[src/rtl/jst_pkg.sv]
`timescale 1ns / 1ps
`default_nettype none
// ----------------------------------------------------------------------------
// jst_pkg
// Shared types and codes for the JSON subset tokenizer: word layouts, event
// and error codes, and the characters the parser reacts to.
// ----------------------------------------------------------------------------
package jst_pkg;

    localparam int BYTE_W  = 8;
    localparam int DEPTH_W = 8;
    localparam int RUN_W   = 16;
    localparam int KIND_W  = 3;
    localparam int CODE_W  = 3;

    localparam logic [RUN_W-1:0] DEFAULT_MAX_RUN = 16'd512;
    localparam logic [RUN_W-1:0] RUN_SAT         = 16'hFFFF;

    localparam logic ACT_BYTE = 1'b0;
    localparam logic ACT_END  = 1'b1;

    localparam logic [KIND_W-1:0] EV_NONE     = 3'd0;
    localparam logic [KIND_W-1:0] EV_KEY      = 3'd1;
    localparam logic [KIND_W-1:0] EV_KEY_END  = 3'd2;
    localparam logic [KIND_W-1:0] EV_STR      = 3'd3;
    localparam logic [KIND_W-1:0] EV_DIGIT    = 3'd4;
    localparam logic [KIND_W-1:0] EV_PAIR_END = 3'd5;
    localparam logic [KIND_W-1:0] EV_DOC_OK   = 3'd6;
    localparam logic [KIND_W-1:0] EV_DOC_ERR  = 3'd7;

    localparam logic [CODE_W-1:0] ERR_NONE       = 3'd0;
    localparam logic [CODE_W-1:0] ERR_UNEXPECTED = 3'd1;
    localparam logic [CODE_W-1:0] ERR_DEPTH_NEG  = 3'd2;
    localparam logic [CODE_W-1:0] ERR_RUN_LONG   = 3'd3;
    localparam logic [CODE_W-1:0] ERR_INCOMPLETE = 3'd4;
    localparam logic [CODE_W-1:0] ERR_TOO_DEEP   = 3'd5;

    localparam logic [BYTE_W-1:0] CH_LBRACE = 8'h7B;
    localparam logic [BYTE_W-1:0] CH_RBRACE = 8'h7D;
    localparam logic [BYTE_W-1:0] CH_LBRACK = 8'h5B;
    localparam logic [BYTE_W-1:0] CH_RBRACK = 8'h5D;
    localparam logic [BYTE_W-1:0] CH_COLON  = 8'h3A;
    localparam logic [BYTE_W-1:0] CH_COMMA  = 8'h2C;
    localparam logic [BYTE_W-1:0] CH_QUOTE  = 8'h22;
    localparam logic [BYTE_W-1:0] CH_BSLASH = 8'h5C;
    localparam logic [BYTE_W-1:0] CH_ZERO   = 8'h30;
    localparam logic [BYTE_W-1:0] CH_NINE   = 8'h39;

    typedef struct packed {
        logic              action;
        logic [BYTE_W-1:0] text_byte;
    } in_word_t;

    typedef struct packed {
        logic [KIND_W-1:0]  event_kind;
        logic [BYTE_W-1:0]  event_byte;
        logic [CODE_W-1:0]  error_code;
        logic [DEPTH_W-1:0] nesting_depth;
    } out_word_t;

endpackage

`default_nettype wire

[src/rtl/jst_in_if.sv]
`timescale 1ns / 1ps
`default_nettype none
// ----------------------------------------------------------------------------
// jst_in_if
// Text channel: one text byte or end-of-text mark per word.
// ----------------------------------------------------------------------------
interface jst_in_if;

    logic       valid;
    logic       ready;
    logic       action;
    logic [7:0] text_byte;

    modport source (output valid, output action, output text_byte, input ready);
    modport sink   (input valid, input action, input text_byte, output ready);

endinterface

`default_nettype wire

[src/rtl/jst_out_if.sv]
`timescale 1ns / 1ps
`default_nettype none
// ----------------------------------------------------------------------------
// jst_out_if
// Event channel: one tokenizer event per word.
// ----------------------------------------------------------------------------
interface jst_out_if;

    logic       valid;
    logic       ready;
    logic [2:0] event_kind;
    logic [7:0] event_byte;
    logic [2:0] error_code;
    logic [7:0] nesting_depth;

    modport source (output valid, output event_kind, output event_byte,
                    output error_code, output nesting_depth, input ready);
    modport sink   (input valid, input event_kind, input event_byte,
                    input error_code, input nesting_depth, output ready);

endinterface

`default_nettype wire

[src/rtl/jst_in_stage.sv]
`timescale 1ns / 1ps
`default_nettype none
// ----------------------------------------------------------------------------
// jst_in_stage
// Input register: captures one text word and holds it until the parser
// consumes it.
// ----------------------------------------------------------------------------
module jst_in_stage
    import jst_pkg::*;
(
    input  wire logic     clk,
    input  wire logic     rst_n,
    input  wire logic     up_valid,
    output logic          up_ready,
    input  wire in_word_t up_word,
    input  wire logic     advance,
    output logic          word_valid,
    output in_word_t      word
);

    logic     valid_reg;
    logic     valid_next;
    in_word_t word_reg;
    logic     take;

    assign up_ready = !valid_reg || advance;
    assign take     = up_valid && up_ready;

    always_comb
    begin
        if (take)
        begin
            valid_next = 1'b1;
        end
        else if (advance)
        begin
            valid_next = 1'b0;
        end
        else
        begin
            valid_next = valid_reg;
        end
    end

    always_ff @(posedge clk or negedge rst_n)
    begin
        if (!rst_n)
        begin
            valid_reg <= 1'b0;
        end
        else
        begin
            valid_reg <= valid_next;
        end
    end

    always_ff @(posedge clk)
    begin
        if (take)
        begin
            word_reg <= up_word;
        end
    end

    assign word_valid = valid_reg;
    assign word       = word_reg;

endmodule

`default_nettype wire

[src/rtl/jst_core.sv]
`timescale 1ns / 1ps
`default_nettype none
// ----------------------------------------------------------------------------
// jst_core
// Parse state machine: nine-state position, escape flag, depth, run counter
// and sticky failure code, updated once per consumed word.
// ----------------------------------------------------------------------------
module jst_core
    import jst_pkg::*;
#(
    parameter int MAX_DEPTH = 255
)
(
    input  wire logic              clk,
    input  wire logic              rst_n,
    input  wire logic              step_en,
    input  wire in_word_t          word,
    input  wire logic [RUN_W-1:0]  max_run,
    output out_word_t              result
);

    localparam int DEPTH_LIMIT = (MAX_DEPTH > 255) ? 255 : MAX_DEPTH;
    localparam logic [DEPTH_W:0] DEPTH_LIMIT_W = (DEPTH_W + 1)'(DEPTH_LIMIT);

    typedef enum logic [3:0] {
        ST_IDLE,
        ST_KEY_LEFT,
        ST_KEY_QUOTE,
        ST_KEY_RIGHT,
        ST_VALUE_LEFT,
        ST_VALUE_NUM,
        ST_VALUE_QUOTE,
        ST_VALUE_RIGHT,
        ST_PAIR_FINISH
    } state_t;

    state_t             state_reg;
    state_t             state_next;
    logic               esc_reg;
    logic               esc_next;
    logic [DEPTH_W-1:0] depth_reg;
    logic [DEPTH_W-1:0] depth_next;
    logic [RUN_W-1:0]   run_reg;
    logic [RUN_W-1:0]   run_next;
    logic [CODE_W-1:0]  failed_reg;
    logic [CODE_W-1:0]  failed_next;

    state_t             nxt;
    logic [DEPTH_W:0]   depth_w;
    logic               esc_w;
    logic [CODE_W-1:0]  fail;
    logic [KIND_W-1:0]  kind;
    logic [BYTE_W-1:0]  ebyte;
    logic [BYTE_W-1:0]  c;
    logic               is_digit;
    logic               is_closer;
    logic               doc_ok;

    // transition decision for a text byte
    always_comb
    begin
        c         = word.text_byte;
        is_digit  = (c >= CH_ZERO) && (c <= CH_NINE);
        is_closer = (c == CH_RBRACE) || (c == CH_RBRACK);
        nxt       = state_reg;
        depth_w   = {1'b0, depth_reg};
        esc_w     = esc_reg;
        fail      = ERR_NONE;
        kind      = EV_NONE;
        ebyte     = '0;

        case (state_reg)
            ST_IDLE:
            begin
                if (c == CH_LBRACE)
                begin
                    nxt     = ST_KEY_LEFT;
                    depth_w = depth_w + 1'b1;
                end
                else
                begin
                    fail = ERR_UNEXPECTED;
                end
            end
            ST_KEY_LEFT:
            begin
                if ((c == CH_LBRACE) || (c == CH_LBRACK))
                begin
                    depth_w = depth_w + 1'b1;
                end
                else if (c == CH_RBRACE)
                begin
                    if (depth_reg == '0)
                    begin
                        fail = ERR_DEPTH_NEG;
                    end
                    else
                    begin
                        depth_w = depth_w - 1'b1;
                    end
                end
                else if (c == CH_QUOTE)
                begin
                    nxt = ST_KEY_QUOTE;
                end
                else
                begin
                    fail = ERR_UNEXPECTED;
                end
            end
            ST_PAIR_FINISH:
            begin
                if (is_closer)
                begin
                    if (depth_reg == '0)
                    begin
                        fail = ERR_DEPTH_NEG;
                    end
                    else
                    begin
                        depth_w = depth_w - 1'b1;
                    end
                end
                else if (c == CH_QUOTE)
                begin
                    nxt = ST_KEY_QUOTE;
                end
                else if (c == CH_COMMA)
                begin
                    nxt = ST_KEY_LEFT;
                end
                else
                begin
                    fail = ERR_UNEXPECTED;
                end
            end
            ST_KEY_QUOTE,
            ST_VALUE_QUOTE:
            begin
                if (esc_reg)
                begin
                    esc_w = 1'b0;
                    kind  = (state_reg == ST_KEY_QUOTE) ? EV_KEY : EV_STR;
                    ebyte = c;
                end
                else if (c == CH_QUOTE)
                begin
                    if (state_reg == ST_KEY_QUOTE)
                    begin
                        nxt  = ST_KEY_RIGHT;
                        kind = EV_KEY_END;
                    end
                    else
                    begin
                        nxt = ST_VALUE_RIGHT;
                    end
                end
                else if (c == CH_BSLASH)
                begin
                    esc_w = 1'b1;
                end
                else
                begin
                    kind  = (state_reg == ST_KEY_QUOTE) ? EV_KEY : EV_STR;
                    ebyte = c;
                end
            end
            ST_KEY_RIGHT:
            begin
                if (c == CH_COLON)
                begin
                    nxt = ST_VALUE_LEFT;
                end
                else
                begin
                    fail = ERR_UNEXPECTED;
                end
            end
            ST_VALUE_LEFT:
            begin
                if ((c == CH_LBRACE) || (c == CH_LBRACK))
                begin
                    nxt     = ST_KEY_LEFT;
                    depth_w = depth_w + 1'b1;
                end
                else if (c == CH_QUOTE)
                begin
                    nxt = ST_VALUE_QUOTE;
                end
                else if (is_digit)
                begin
                    nxt   = ST_VALUE_NUM;
                    kind  = EV_DIGIT;
                    ebyte = c;
                end
                else
                begin
                    fail = ERR_UNEXPECTED;
                end
            end
            ST_VALUE_NUM,
            ST_VALUE_RIGHT:
            begin
                if (is_digit && (state_reg == ST_VALUE_NUM))
                begin
                    kind  = EV_DIGIT;
                    ebyte = c;
                end
                else if (is_closer)
                begin
                    if (depth_reg == '0)
                    begin
                        fail = ERR_DEPTH_NEG;
                    end
                    else
                    begin
                        depth_w = depth_w - 1'b1;
                        nxt     = ST_PAIR_FINISH;
                        kind    = EV_PAIR_END;
                    end
                end
                else if (c == CH_COMMA)
                begin
                    nxt  = ST_PAIR_FINISH;
                    kind = EV_PAIR_END;
                end
                else
                begin
                    fail = ERR_UNEXPECTED;
                end
            end
            default:
            begin
                fail = ERR_UNEXPECTED;
            end
        endcase

        if ((fail == ERR_NONE) && (depth_w > DEPTH_LIMIT_W))
        begin
            fail = ERR_TOO_DEEP;
        end
        if ((fail == ERR_NONE) && (nxt == state_reg) && (run_reg >= max_run))
        begin
            fail = ERR_RUN_LONG;
        end
    end

    // result word and next register values
    always_comb
    begin
        doc_ok = (failed_reg == ERR_NONE) && (depth_reg == '0) &&
                 ((state_reg == ST_IDLE) || (state_reg == ST_PAIR_FINISH));

        state_next  = state_reg;
        esc_next    = esc_reg;
        depth_next  = depth_reg;
        run_next    = run_reg;
        failed_next = failed_reg;

        result.event_kind    = EV_NONE;
        result.event_byte    = '0;
        result.error_code    = ERR_NONE;
        result.nesting_depth = depth_reg;

        if (word.action == ACT_END)
        begin
            result.event_kind    = doc_ok ? EV_DOC_OK : EV_DOC_ERR;
            result.error_code    = doc_ok ? ERR_NONE :
                                   ((failed_reg != ERR_NONE) ? failed_reg : ERR_INCOMPLETE);
            result.nesting_depth = '0;
            state_next  = ST_IDLE;
            esc_next    = 1'b0;
            depth_next  = '0;
            run_next    = '0;
            failed_next = ERR_NONE;
        end
        else if (failed_reg != ERR_NONE)
        begin
            result.error_code = failed_reg;
        end
        else if (fail != ERR_NONE)
        begin
            result.event_kind = EV_DOC_ERR;
            result.error_code = fail;
            failed_next       = fail;
        end
        else
        begin
            result.event_kind    = kind;
            result.event_byte    = ebyte;
            result.nesting_depth = depth_w[DEPTH_W-1:0];
            state_next = nxt;
            esc_next   = esc_w;
            depth_next = depth_w[DEPTH_W-1:0];
            if (nxt == state_reg)
            begin
                run_next = (run_reg == RUN_SAT) ? run_reg : run_reg + 1'b1;
            end
            else
            begin
                run_next = '0;
            end
        end
    end

    always_ff @(posedge clk or negedge rst_n)
    begin
        if (!rst_n)
        begin
            state_reg  <= ST_IDLE;
            esc_reg    <= 1'b0;
            depth_reg  <= '0;
            run_reg    <= '0;
            failed_reg <= ERR_NONE;
        end
        else if (step_en)
        begin
            state_reg  <= state_next;
            esc_reg    <= esc_next;
            depth_reg  <= depth_next;
            run_reg    <= run_next;
            failed_reg <= failed_next;
        end
    end

    a_fail_sticky: assert property (@(posedge clk) disable iff (!rst_n)
        step_en && (word.action == ACT_BYTE) && (failed_reg != ERR_NONE)
        |=> failed_reg == $past(failed_reg))
        else $error("failure code changed before end of text");

    a_end_clears: assert property (@(posedge clk) disable iff (!rst_n)
        step_en && (word.action == ACT_END)
        |=> (state_reg == ST_IDLE) && (depth_reg == '0) && (failed_reg == ERR_NONE)
            && !esc_reg && (run_reg == '0))
        else $error("parser not cleared after end of text");

    a_depth_limit: assert property (@(posedge clk) disable iff (!rst_n)
        {1'b0, depth_reg} <= DEPTH_LIMIT_W)
        else $error("depth above limit");

    a_esc_in_string: assert property (@(posedge clk) disable iff (!rst_n)
        esc_reg |-> (state_reg == ST_KEY_QUOTE) || (state_reg == ST_VALUE_QUOTE))
        else $error("escape pending outside a string");

endmodule

`default_nettype wire

[src/rtl/jst_out_stage.sv]
`timescale 1ns / 1ps
`default_nettype none
// ----------------------------------------------------------------------------
// jst_out_stage
// Result register: holds one event word until the downstream side takes it.
// ----------------------------------------------------------------------------
module jst_out_stage
    import jst_pkg::*;
(
    input  wire logic      clk,
    input  wire logic      rst_n,
    input  wire logic      load,
    input  wire out_word_t load_word,
    output logic           advance,
    output logic           down_valid,
    input  wire logic      down_ready,
    output out_word_t      down_word
);

    logic      valid_reg;
    logic      valid_next;
    out_word_t word_reg;

    assign advance = !valid_reg || down_ready;

    always_comb
    begin
        if (load)
        begin
            valid_next = 1'b1;
        end
        else if (down_ready)
        begin
            valid_next = 1'b0;
        end
        else
        begin
            valid_next = valid_reg;
        end
    end

    always_ff @(posedge clk or negedge rst_n)
    begin
        if (!rst_n)
        begin
            valid_reg <= 1'b0;
        end
        else
        begin
            valid_reg <= valid_next;
        end
    end

    always_ff @(posedge clk)
    begin
        if (load)
        begin
            word_reg <= load_word;
        end
    end

    assign down_valid = valid_reg;
    assign down_word  = word_reg;

endmodule

`default_nettype wire

[src/rtl/json_subset_tokenizer.sv]
`timescale 1ns / 1ps
`default_nettype none
// ----------------------------------------------------------------------------
// json_subset_tokenizer
// Byte-serial tokenizer for a whitespace-free JSON subset.
// ----------------------------------------------------------------------------
// Takes one text byte or end-of-text mark per word on byte_ch and returns
// exactly one event word on event_ch for each: no event, key byte, key end,
// string byte, digit, pair end, error, or document ok/error at end of text,
// after which the parser is back at its reset state. Throughput is one word
// per clock while the event side accepts; the parse state registers update
// once per word. The event word passes through the input register, then
// the result register; a stalled event side holds the result register and,
// with the input register full, drops byte_ch.ready in the same cycle.
// max_run is written through cfg_we and cfg_wdata and resets to 512; the user
// must write it only while the block is idle, which the block does not enforce.
// ----------------------------------------------------------------------------
module json_subset_tokenizer
    import jst_pkg::*;
#(
    parameter int MAX_DEPTH = 255
)
(
    input  wire logic        clk,
    input  wire logic        rst_n,
    input  wire logic        cfg_we,
    input  wire logic [15:0] cfg_wdata,
    jst_in_if.sink           byte_ch,
    jst_out_if.source        event_ch
);

    logic [RUN_W-1:0] max_run_reg;
    in_word_t         up_word;
    in_word_t         word;
    logic             word_valid;
    logic             advance;
    logic             step_en;
    out_word_t        result;
    out_word_t        down_word;

    always_ff @(posedge clk or negedge rst_n)
    begin
        if (!rst_n)
        begin
            max_run_reg <= DEFAULT_MAX_RUN;
        end
        else if (cfg_we)
        begin
            max_run_reg <= cfg_wdata;
        end
    end

    assign up_word.action    = byte_ch.action;
    assign up_word.text_byte = byte_ch.text_byte;
    assign step_en           = word_valid && advance;

    jst_in_stage u_in_stage (
        .clk        (clk),
        .rst_n      (rst_n),
        .up_valid   (byte_ch.valid),
        .up_ready   (byte_ch.ready),
        .up_word    (up_word),
        .advance    (advance),
        .word_valid (word_valid),
        .word       (word)
    );

    jst_core #(
        .MAX_DEPTH (MAX_DEPTH)
    ) u_core (
        .clk     (clk),
        .rst_n   (rst_n),
        .step_en (step_en),
        .word    (word),
        .max_run (max_run_reg),
        .result  (result)
    );

    jst_out_stage u_out_stage (
        .clk        (clk),
        .rst_n      (rst_n),
        .load       (step_en),
        .load_word  (result),
        .advance    (advance),
        .down_valid (event_ch.valid),
        .down_ready (event_ch.ready),
        .down_word  (down_word)
    );

    assign event_ch.event_kind    = down_word.event_kind;
    assign event_ch.event_byte    = down_word.event_byte;
    assign event_ch.error_code    = down_word.error_code;
    assign event_ch.nesting_depth = down_word.nesting_depth;

endmodule

`default_nettype wire
[src/flat_wrapper.sv]
// flat-port wrapper written by rule: the top's interface ports become plain ports
module json_subset_tokenizer_flat import jst_pkg::*;
#(
    parameter int MAX_DEPTH = 255
)
  (clk, rst_n, cfg_we, cfg_wdata, byte_ch_valid, byte_ch_action, byte_ch_text_byte, byte_ch_ready, event_ch_valid, event_ch_event_kind, event_ch_event_byte, event_ch_error_code, event_ch_nesting_depth, event_ch_ready);
  jst_in_if byte_ch_i ();
  jst_out_if event_ch_i ();
  input  wire logic clk;
  input  wire logic rst_n;
  input  wire logic cfg_we;
  input  wire logic [15:0] cfg_wdata;
  input wire logic [$bits(byte_ch_i.valid)-1:0] byte_ch_valid;
  input wire logic [$bits(byte_ch_i.action)-1:0] byte_ch_action;
  input wire logic [$bits(byte_ch_i.text_byte)-1:0] byte_ch_text_byte;
  output wire logic [$bits(byte_ch_i.ready)-1:0] byte_ch_ready;
  output wire logic [$bits(event_ch_i.valid)-1:0] event_ch_valid;
  output wire logic [$bits(event_ch_i.event_kind)-1:0] event_ch_event_kind;
  output wire logic [$bits(event_ch_i.event_byte)-1:0] event_ch_event_byte;
  output wire logic [$bits(event_ch_i.error_code)-1:0] event_ch_error_code;
  output wire logic [$bits(event_ch_i.nesting_depth)-1:0] event_ch_nesting_depth;
  input wire logic [$bits(event_ch_i.ready)-1:0] event_ch_ready;
  assign byte_ch_i.valid = byte_ch_valid;
  assign byte_ch_i.action = byte_ch_action;
  assign byte_ch_i.text_byte = byte_ch_text_byte;
  assign byte_ch_ready = byte_ch_i.ready;
  assign event_ch_valid = event_ch_i.valid;
  assign event_ch_event_kind = event_ch_i.event_kind;
  assign event_ch_event_byte = event_ch_i.event_byte;
  assign event_ch_error_code = event_ch_i.error_code;
  assign event_ch_nesting_depth = event_ch_i.nesting_depth;
  assign event_ch_i.ready = event_ch_ready;
  json_subset_tokenizer #(.MAX_DEPTH(MAX_DEPTH)) u_core (.clk(clk), .rst_n(rst_n), .cfg_we(cfg_we), .cfg_wdata(cfg_wdata), .byte_ch(byte_ch_i), .event_ch(event_ch_i));
endmodule
[config.mk]
export PLATFORM = sky130hd
export DESIGN_NAME = json_subset_tokenizer_flat
export DESIGN_NICKNAME = d
export VERILOG_FILES = /design/src/rtl/jst_pkg.sv /design/src/rtl/jst_in_if.sv /design/src/rtl/jst_out_if.sv /design/src/rtl/jst_in_stage.sv /design/src/rtl/jst_core.sv /design/src/rtl/jst_out_stage.sv /design/src/rtl/json_subset_tokenizer.sv /design/src/flat_wrapper.sv
export SDC_FILE = /design/constraint.sdc
export NUM_CORES = 1
export LEC_CHECK = 0
export BUFFER_PORTS_ARGS = -buffer_cell sky130_fd_sc_hd__buf_2
export CORE_MARGIN = 1.5
export CORE_UTILIZATION = 42
export DETAILED_ROUTE_END_ITERATION = 10
export PLACE_DENSITY = 0.63
export SETUP_SLACK_MARGIN = 0.3
export SLEW_MARGIN = 20
export SYNTH_ARGS = -nofsm -noshare
export SYNTH_HDL_FRONTEND = slang
export SYNTH_SLANG_ARGS = --single-unit
[constraint.sdc]
create_clock -name clk -period 8.7 [get_ports clk]
set_input_delay 0 -clock clk [delete_from_list [all_inputs] [get_ports clk]]
set_output_delay 0 -clock clk [all_outputs]
set_load 0.005 [all_outputs]
==> results_dict.tcl <==
set metrics [dict create \
    cts.clk_slew.worst_paths_ns 0.07 \
    antenna_left 0 \
    finalNetCount 730 \
    grt.total_usage 0.233 \
    leakagePower_nw 2.74 \
    vias_per_cell 5.99 \
    end_kind "flop" \
    synthArstFlopShare 0.617 \
    cts_tree "done" \
    fmax_mhz 251 \
    synth.avg_cell_area_sq_um 9.11 \
    status "finished, final reports clean" \
    grt-busiest-layer "met2" \
    yosys-top-cells-area "dfrtp_1 22%, edfxtp_1 17%, ha_1 4.5%" \
    gp_congestion 0.923 \
    fin_crit_ns 3.99 \
    power_density_nw_per_um2 159 \
    synth_cell_types 87 \
    place_area_sq_um 5920 \
    antenna_found_initial 0 \
    largest_reg_flops 22 \
    finalSetupTns_ns 0 \
    drc 0 \
    wl_per_cell_um 18.3 \
    reg2reg_depth 10 \
    critPathLaunchType "flop" \
    grt_overflow 0 \
    cts_buffers 9 \
    io_buffer_count 53 \
    coreArea_sq_um 12800 \
    synth_nets 662 \
    synth-edff-count 31 \
    rrSetupSlack_ns 4.71 \
    regArea_sq_um 2180 \
    peakVddDrop_uv 86.1 \
    rr_endpoint "u_core.u_out_stage.down_word[17]$_SDFFCE_PP0P_" \
    min_path_cells 3 \
    period_share 0.459 \
    cts_resized 0 \
    cts_root_buffer "clkbuf_16" \
    met1_usage 0.323 \
    nFillCells 1187 \
    synthFlopType "dfrtp_1" \
    finalPower_w 0.00104 \
    io_pins 54 \
    grt_pass1_vias 5017 \
    floorplan.initialDensity 0.437 \
    clockBufferDepth 2 \
    criticalPathCategory "flop to flop" \
    yosys.area.top_type_share 0.220 \
    cap_violations 0 \
    syn-cell-area_sq_um 5580 \
    worst_pin_slew_ns 1.06 \
    die_w_um 118 \
    postSynthCellCount 612 \
    timing.final.ws_setup_ns 4.71 \
    slew_headroom 0.276 \
    min_to "u_core.max_run_reg[9]$_DFFE_PN1P_" \
    grt_max_degree 51 \
    grtUsageMet3 0.0386 \
    grt_pass1_wl_um 26000 \
    multi_input_area_sq_um 3110 \
    cp_data_required_time_ns 8.92 \
    cts_setup_buffers 0 \
    htreeDepth 3 \
    use_met2 0.360 \
    rows 41 \
    die-area_sq_um 14000 \
    cp_max_fo 9 \
    die_y_um 118 \
    yosysTopAreaCell "dfrtp_1" \
    clkLatencyLatePin_ns 0.35 \
    finalHoldViolations 0 \
    final_area_sq_um 6540 \
    setup_viol 0 \
    clock-skew-final_ns 0.00814 \
    cts.sinks 81 \
    drtPass1Iterations 5 \
    slew_viol_final 0 \
    place_hpwl_um 11400 \
    drive_above_1_share 0.153 \
    ys_ff_latch 81 \
    place_ws_ns 4.81 \
    vias 5132 \
    yosysSeqAreaShare 0.391 \
    hp-class "input port to flop" \
    critical_path_arrival_ns 4.21 \
    antennaDiodeCount 0 \
    routed_wl_um 15700 \
    area_growth_pct 17.3 \
    rsz0062_at_grt "false" \
    ys_warn_count 0 \
    hold_start "cfg_we" \
    r2r_start "u_core.u_core.depth_reg[0]$_DFFE_PN0P_" \
    drt-initial-drc-count 478 \
]
## report_power, final
group,internal [W],leakage (nW),switching (W)
Clock,0.000258,0.165,0.000172
Sequential,0.000426,0.958,0.0000224
Combinational,0.0000649,1.62,0.0000987
## through the flow
step,hold WS [ns],cells,util
final,0.0779,857,0.512
after floorplan,-0.296,612,-
after CTS,0.0661,857,0.512
after global routing,0.137,857,0.512
after global placement,0.152,812,0.463
after detailed placement,0.163,812,0.463
## cells by family (layout without fill, tap and decap cells)
logic type,Yosys count,count (layout),synth area share
DFF,81,81,0.391
xor gates and xnor gates,9,9,0.0141
and+or+nand+nor,250,250,0.249
buffers and inverters,61,134,0.0523
muxes,12,12,0.0222
adders and majority gates,20,20,0.0449
AOI/OAI and AO/OA,179,179,0.226
## Yosys cell counts (all sizes together) (3+ instances only)
master and number:
nand2 52, dfrtp 49, o21ai 41, nor2 40, inv 33, edfxtp 31, nor3 31, a21oi 29
clkbuf 24, ha 20, and2 19, a21o 18, nand2b 16, and3 13, or3 13, nand4 11
a211oi 9, mux2i 9, nand3 9, a221o 8, a31oi 8, xnor2 8, nor2b 6, nor4 6
o211ai 6, o22ai 6, o31ai 6, nor3b 5, o31a 5, or2 5, buf 4, nand3b 4
nor4b 4, o2bb2ai 4, a221oi 3, mux2 3, o2111ai 3, o211a 3, o21a 3, o21bai 3
or4 3
## how the worst max path moves through the flow
| stage | cells past startpoint | endpoint | start |
|---|---|---|---|
| global placement | 8 | u_core.u_out_stage.down_word[16]$_SDFFCE_PP0P_ | u_core.u_in_stage.word[5]$_DFFE_PP_ |
| global route | 10 | u_core.u_out_stage.down_word[17]$_SDFFCE_PP0P_ | u_core.u_core.depth_reg[0]$_DFFE_PN0P_ |
| floorplan | 9 | u_core.u_out_stage.down_word[7]$_SDFFCE_PP0P_ | u_core.u_in_stage.word[6]$_DFFE_PP_ |
| finish | 10 | u_core.u_out_stage.down_word[17]$_SDFFCE_PP0P_ | u_core.u_core.depth_reg[0]$_DFFE_PN0P_ |
| CTS | 10 | u_core.u_out_stage.down_word[17]$_SDFFCE_PP0P_ | u_core.u_core.depth_reg[0]$_DFFE_PN0P_ |
| detailed placement | 8 | u_core.u_core.run_reg[9]$_DFFE_PN0P_ | u_core.u_in_stage.word[5]$_DFFE_PP_ |
## cells in the final DEF (no fill, tap or decap), types with 8 or more instances in the layout
cell | netlist | final
nor2_1 | 40 | 40
and3_1 | 13 | 13
inv_1 | 33 | 32
clkbuf_16 | 0 | 9
nand2b_1 | 16 | 16
nand2_1 | 52 | 52
and2_1 | 18 | 18
a21o_1 | 18 | 18
dfrtp_1 | 49 | 49
or3_1 | 9 | 9
nand4_1 | 11 | 11
o21ai_0 | 40 | 40
a21oi_1 | 29 | 29
buf_2 | 0 | 53
xnor2_1 | 8 | 8
a211oi_1 | 9 | 9
mux2i_1 | 9 | 9
nand3_1 | 9 | 9
nor3_1 | 29 | 29
edfxtp_1 | 31 | 31
a31oi_1 | 8 | 8
a221o_1 | 8 | 8
ha_1 | 20 | 20
dlygate4sd3_1 | 0 | 29
## critical path, stage by stage, from the launching register on
cell and delay, ns:
dfrtp_1 0.47, inv_1 0.17, ha_1 0.21, or3b_2 0.49
o211ai_2 0.34, and3_1 0.23, nor4_1 0.09, o31ai_1 0.85
o21ai_1 0.29, nor3_1 0.51, and2_2 0.23
## timing repair
item / CTS / global route
setup endpoints to repair: 0 / 0
endpoints found under the hold margin: 76 / 0
hold buffers: 29 / 0
## per-layer routing
metal	share of wire	routed length (um)
met5	0	0
met4	0.024	371
met3	0.059	935
met2	0.46	7230
met1	0.46	7180
## layout make-up
class | count | share of cell area
clock buffers | 9 | 0.0344
clock inverters | 7 | 0.0163
inverters | 33 | 0.0189
multi-input cells | 470 | 0.475
flip-flops and latches | 81 | 0.334
well taps | 172 | 0.0329
repair buffers | 85 | 0.0884
No activity file was read; power rests on OpenSTA's default activity.
